**config.mk**
```make
export PLATFORM = sky130hd
export DESIGN_NAME = fac_sqrt
export DESIGN_NICKNAME = d
export VERILOG_FILES = /design/src/sv/fac_pkg.sv /design/src/sv/fac_sqrt.sv
export SDC_FILE = /design/constraint.sdc
export NUM_CORES = 2
export LEC_CHECK = 0
export ABC_CLOCK_PERIOD_IN_PS = 3690
export BUFFER_PORTS_ARGS = -buffer_cell sky130_fd_sc_hd__buf_2
export CAP_MARGIN = 40
export CORE_ASPECT_RATIO = 0.9
export CORE_UTILIZATION = 49
export CTS_CLUSTER_DIAMETER = 120
export CTS_CLUSTER_SIZE = 12
export DETAILED_ROUTE_END_ITERATION = 8
export PLACE_DENSITY = 0.71
export SLEW_MARGIN = 5
export SYNTH_ARGS = -nofsm -noshare
export SYNTH_HDL_FRONTEND = slang
export SYNTH_SLANG_ARGS = --single-unit
export TNS_END_PERCENT = 50
```
**constraint.sdc**
```tcl
create_clock -name clk -period 3.69 [get_ports clk]
set_input_delay 0.5535 -clock clk [delete_from_list [all_inputs] [get_ports clk]]
set_output_delay 0.5535 -clock clk [all_outputs]
set_load 0.01 [all_outputs]
```
**src/sv/fac_pkg.sv**
```systemverilog
package fac_pkg;

    // Default output scaling, fractional bits of cos_value and angle
    localparam int FRAC_BITS_DEF = 14;

    // Internal fixed point: Q2.30
    localparam int QI    = 30;
    localparam int X_W   = QI + 1;          // |x| up to one
    localparam int H_W   = 25;              // Horner terms, signed
    localparam int R_W   = 32;              // square root result
    localparam int RAD_W = 2 * R_W;         // square root radicand

    localparam int SQRT_STAGES = RAD_W / 2;
    localparam int POLY_STAGES = 14;
    localparam int H_DLY       = 2 * SQRT_STAGES - POLY_STAGES;
    localparam int LATENCY     = 2 * SQRT_STAGES + 4;

    // Coefficients times 2^30
    localparam logic signed [H_W-1:0] KA = 25'sd105018;
    localparam logic signed [H_W-1:0] KB = -25'sd1123005;
    localparam logic signed [H_W-1:0] KC = 25'sd4495929;
    localparam logic signed [H_W-1:0] KD = -25'sd3375275;
    // Leading coefficient is -(KA+KB+KC+KD), kept as its magnitude
    localparam logic [16:0]           KO_MAG = 17'd102667;
    localparam logic [31:0]           KE  = 32'd2942954541;
    localparam logic [31:0]           KF  = 32'd397701087;
    localparam logic [31:0]           KPI = 32'd3373259426;
    localparam logic [32:0]           TWO_Q = 33'h0_8000_0000;

    // Product rounded half up back to QI fractional bits
    function automatic logic [63-QI:0] qround(input logic [63:0] p);
        logic [63:0] s;
        s = p + (64'd1 << (QI - 1));
        return s[63:QI];
    endfunction

endpackage

```
**src/sv/fac_sqrt.sv**
```systemverilog
module fac_sqrt (
    input  logic                       clk,
    input  logic                       en,
    input  logic [fac_pkg::RAD_W-1:0]  rad,
    output logic [fac_pkg::R_W-1:0]    root
);
    import fac_pkg::*;

    localparam int N = SQRT_STAGES;

    logic [R_W+1:0]   rem_in    [N];
    logic [R_W-1:0]   root_in   [N];
    logic [RAD_W-1:0] rad_in    [N];
    logic [R_W+1:0]   rem_next  [N];
    logic [R_W-1:0]   root_next [N];

    logic [R_W+1:0]   rem_reg   [N-1];
    logic [R_W-1:0]   root_reg  [N];
    logic [RAD_W-1:0] rad_reg   [N-1];

    // One result bit per stage, top radicand pair first
    for (genvar i = 0; i < N; i++)
    begin : g_stage
        logic [R_W+1:0] cur;
        logic [R_W+1:0] trial;
        logic           take;

        if (i == 0)
        begin : g_first
            assign rem_in[i]  = '0;
            assign root_in[i] = '0;
            assign rad_in[i]  = rad;
        end
        else
        begin : g_next
            assign rem_in[i]  = rem_reg[i-1];
            assign root_in[i] = root_reg[i-1];
            assign rad_in[i]  = rad_reg[i-1];
        end

        assign cur          = {rem_in[i][R_W-1:0], rad_in[i][RAD_W-1 -: 2]};
        assign trial        = {root_in[i], 2'b01};
        assign take         = (cur >= trial);
        assign rem_next[i]  = take ? cur - trial : cur;
        assign root_next[i] = {root_in[i][R_W-2:0], take};
    end

    always_ff @(posedge clk)
    begin
        if (en)
        begin
            for (int k = 0; k < N; k++)
            begin
                root_reg[k] <= root_next[k];
            end
            for (int k = 0; k < N - 1; k++)
            begin
                rem_reg[k] <= rem_next[k];
                rad_reg[k] <= rad_in[k] << 2;
            end
        end
    end

    assign root = root_reg[N-1];

endmodule

```
==> flow_summary_export.csv <==
group,metric,value,unit
run_status,status,"finished clean",
cts,cts_tree,"yes",
timing,clock.fmax,273.2,MHz
layout,largest_reg_flops,992,
timing,timing.slew.headroom,42.65,%
critical_path,critical_path.max_fanout,26,
synth,synth-seq-area-share,64.52,%
layout,layout-drive-gt1-share,7.691,%
timing,setup_tns,0,ns
timing,setup_viol_count_final,0,
synth,synth.avg_cell_area,12.96,um2
floorplan,floorplan.core_area,232700,um2
global_routing,global_route.overflow_total,0,
routing,m1WireLength,102900,um
timing,timing.final.crit_period,3.661,ns
layout,area_growth_syn_to_layout,10.88,%
layout,finish.utilization,54.67,%
layout,mostFrequentLayoutCell,"edfxtp_1",
routing,met3_length,9905,um
floorplan,die_area,236100,um2
power_and_ir_drop,p_leak,48.56,nW
critical_path,cp_num_buf_inv,1,
synth,synth.distinct_cells,91,
cts,h_tree_depth,4,
critical_path,path_delay_family,"simple AND/OR/NAND/NOR gates",
critical_path,worst_path_max_delay_cell,"edfxtp_1",
placed_design,dp_hpwl,168100,um
critical_path,worst-endpoint-arrival,4.26,ns
cts,clk_transition_reported_paths,0.06,ns
synth,synth_enable_flop_cells,2465,
layout,layout_common_cells,"2465 x edfxtp_1, 713 x inv_1, 656 x nand2_1",
synth,synthesis.area,114700,um2
synth,synth_async_sr_flop_share,0,%
timing,worstMarginPinSlew,0.8494,ns
timing,timing.clock.skew,0.08987,ns
timing,post-route-period-util,99.20,%
critical_path,cell_with_the_most_instances_on_the_worst_path,"nand3_1",
cts,cts_made_buffers,231,
routing,totalWireLength,232100,um
synth,ys_flop_type,"edfxtp_1",
layout,num-nets-final,9902,
routing,detailroute.via_count,69064,
cts,ctsRootBufferMaster,"clkbuf_16",
routing,total_length_of_routed_met2_wires,112900,um
floorplan,die_y,461.0,um
placed_design,gp_routability_congestion,0.8954,
critical_path,worst-setup-path-type,"register to register",
routing,highest-signal-layer,"met5",
critical_path,cp_data_required_time,4.29,ns
power_and_ir_drop,power.density_cell_area,595.8,nW/um2
floorplan,fp-row-count,168,
routing,drc,0,
timing,final_max_slew_viol_count,0,
routing,dr.first_iter.drc_count,5507,
critical_path,cp-end-kind,"register",
min_path,classification_of_the_worst_slack_hold_path,"input pin to register",
cts,cts_buffer_depth,4,
global_routing,grtUsageTotal,19.36,%
power_and_ir_drop,irDropWorstVdd,448.9,uV
floorplan,floorplan.die.width,512.0,um
timing,unrepaired_setup_endpoints_after_global_routing,"yes",
floorplan,start_util,49.30,%
cts,cts_num_sinks,2465,
timing,finalHoldViolations,0,
routing,vias_per_cell,5.595,
synth,synthesis.nets,9480,
global_routing,grt_pass1_vias,67583,
critical_path,crit_chain,"ha_1 -> and2_1 -> o21ai_0 -> nand3_1 -> nor3_1 -> nand3_1 -> a31oi_4 -> buf_12 -> mux2_2",
synth,postSynthCellCount,8853,
routing,drt_pass1_iterations,6,
job,max_cap_viol_count,0,
global_routing,antenna_found_initial,2,
critical_path,max_stage_delay,0.48,ns
routing,postRouteAntennaNets,0,
synth,ys_ff_latch,2465,
critical_path,crit_path_start_kind,"register",
global_routing,grt_pass1_wl,365700,um
cts,clkLatencyLatePin,0.90,ns
floorplan,ioPinCount,98,
placed_design,port-buffer-count,97,
routing,routed_wire_length_per_instance,18.81,um
synth,yosysWarnings,0,
global_routing,grt_max_degree,124,
## metal layers
metal / vias to the layer above / track usage (%)
met5: - / 0
met4: 2 / 5.809
met3: 407 / 2.292
met2: 1595 / 33.32
met1: 33589 / 25.72
li1: 33471 / -
## cell families after synthesis
logic type / synth area share [%]
xor+xnor: 6.016
fa+ha+maj: 6.119
mux: 0.7645
compound gates: 9.861
buf+inv: 2.958
other cells: 0.003269
flops: 64.52
simple gates: 9.757
## Yosys cell counts, types with 129 or more instances
| library cell | count | share of area (%) |
|---|---|---|
| edfxtp_1 | 2465 | 65 |
| inv_1 | 713 | 2.3 |
| nand2_1 | 656 | 2.1 |
| ha_1 | 561 | 6.1 |
| o21ai_0 | 547 | 2.4 |
| a21oi_1 | 489 | 2.1 |
| nor2_1 | 460 | 1.5 |
| xor2_1 | 434 | 3.3 |
| xnor2_1 | 354 | 2.7 |
| a21o_1 | 231 | 1.5 |
| nor3_1 | 211 | 0.92 |
| clkbuf_1 | 159 | 0.52 |
| nand3_1 | 129 | 0.56 |
## per-stage QoR
step | area, um2 | power, mW | setup slack (ns) | hold slack [ns] | std cells
CTS | 127100 | 76.46 | 0.01955 | 0.09841 | 12341
global placement | 120500 | 55.23 | 0.07926 | 0.4002 | 12034
floorplan | 114700 | 49.73 | 0.2116 | 0.4003 | 8853
global route | 127200 | 79.67 | 0.0004108 | 0.1298 | 12344
finish | 127200 | 75.80 | 0.02950 | 0.1312 | 12344
detailed placement | 120500 | 55.54 | 0.05325 | 0.4045 | 12035
## report_power, final
group / switching [mW] / internal [mW] / leakage (nW)
Combinational: 9.97 / 7.31 / 21.9
Sequential: 2.38 / 35.6 / 23.7
Clock: 9.51 / 11.1 / 2.93
Total: 21.9 / 53.9 / 48.6
## path summary, 6_finish.rpt
check / endpoint / slack (ns) / depth (start not counted) / startpoint
max reg2reg: rem_reg[1][242] / 0.03 / 9 / rem_reg[1][225]
max: rem_reg[1][242] / 0.03 / 9 / rem_reg[1][225]
min reg2reg: rad_reg[1][675] / 0.39 / 0 / rad_reg[1][611]
min: rad_reg[0][31] / 0.13 / 1 / en
## layout make-up
| type | instances | area [um2] |
|---|---|---|
| fillers | 18910 | 105500 |
| flip-flops and latches | 2465 | 74020 |
| multi-input cells | 5494 | 37450 |
| clock buffers | 234 | 5834 |
| well taps | 3060 | 3829 |
| repair buffers | 369 | 3252 |
| inverters | 714 | 2680 |
| clock inverters | 7 | 136.4 |
| diodes | 1 | 2.502 |
## timing repair
action / CTS / global route
endpoints found under the setup margin: 0 / 80
gates resized for setup: 0 / 19
buffers inserted: 0 / 2
hold buffers: 65 / 0
hold endpoints to repair: 65 / 0
No activity file was read; power rests on OpenSTA's default activity.
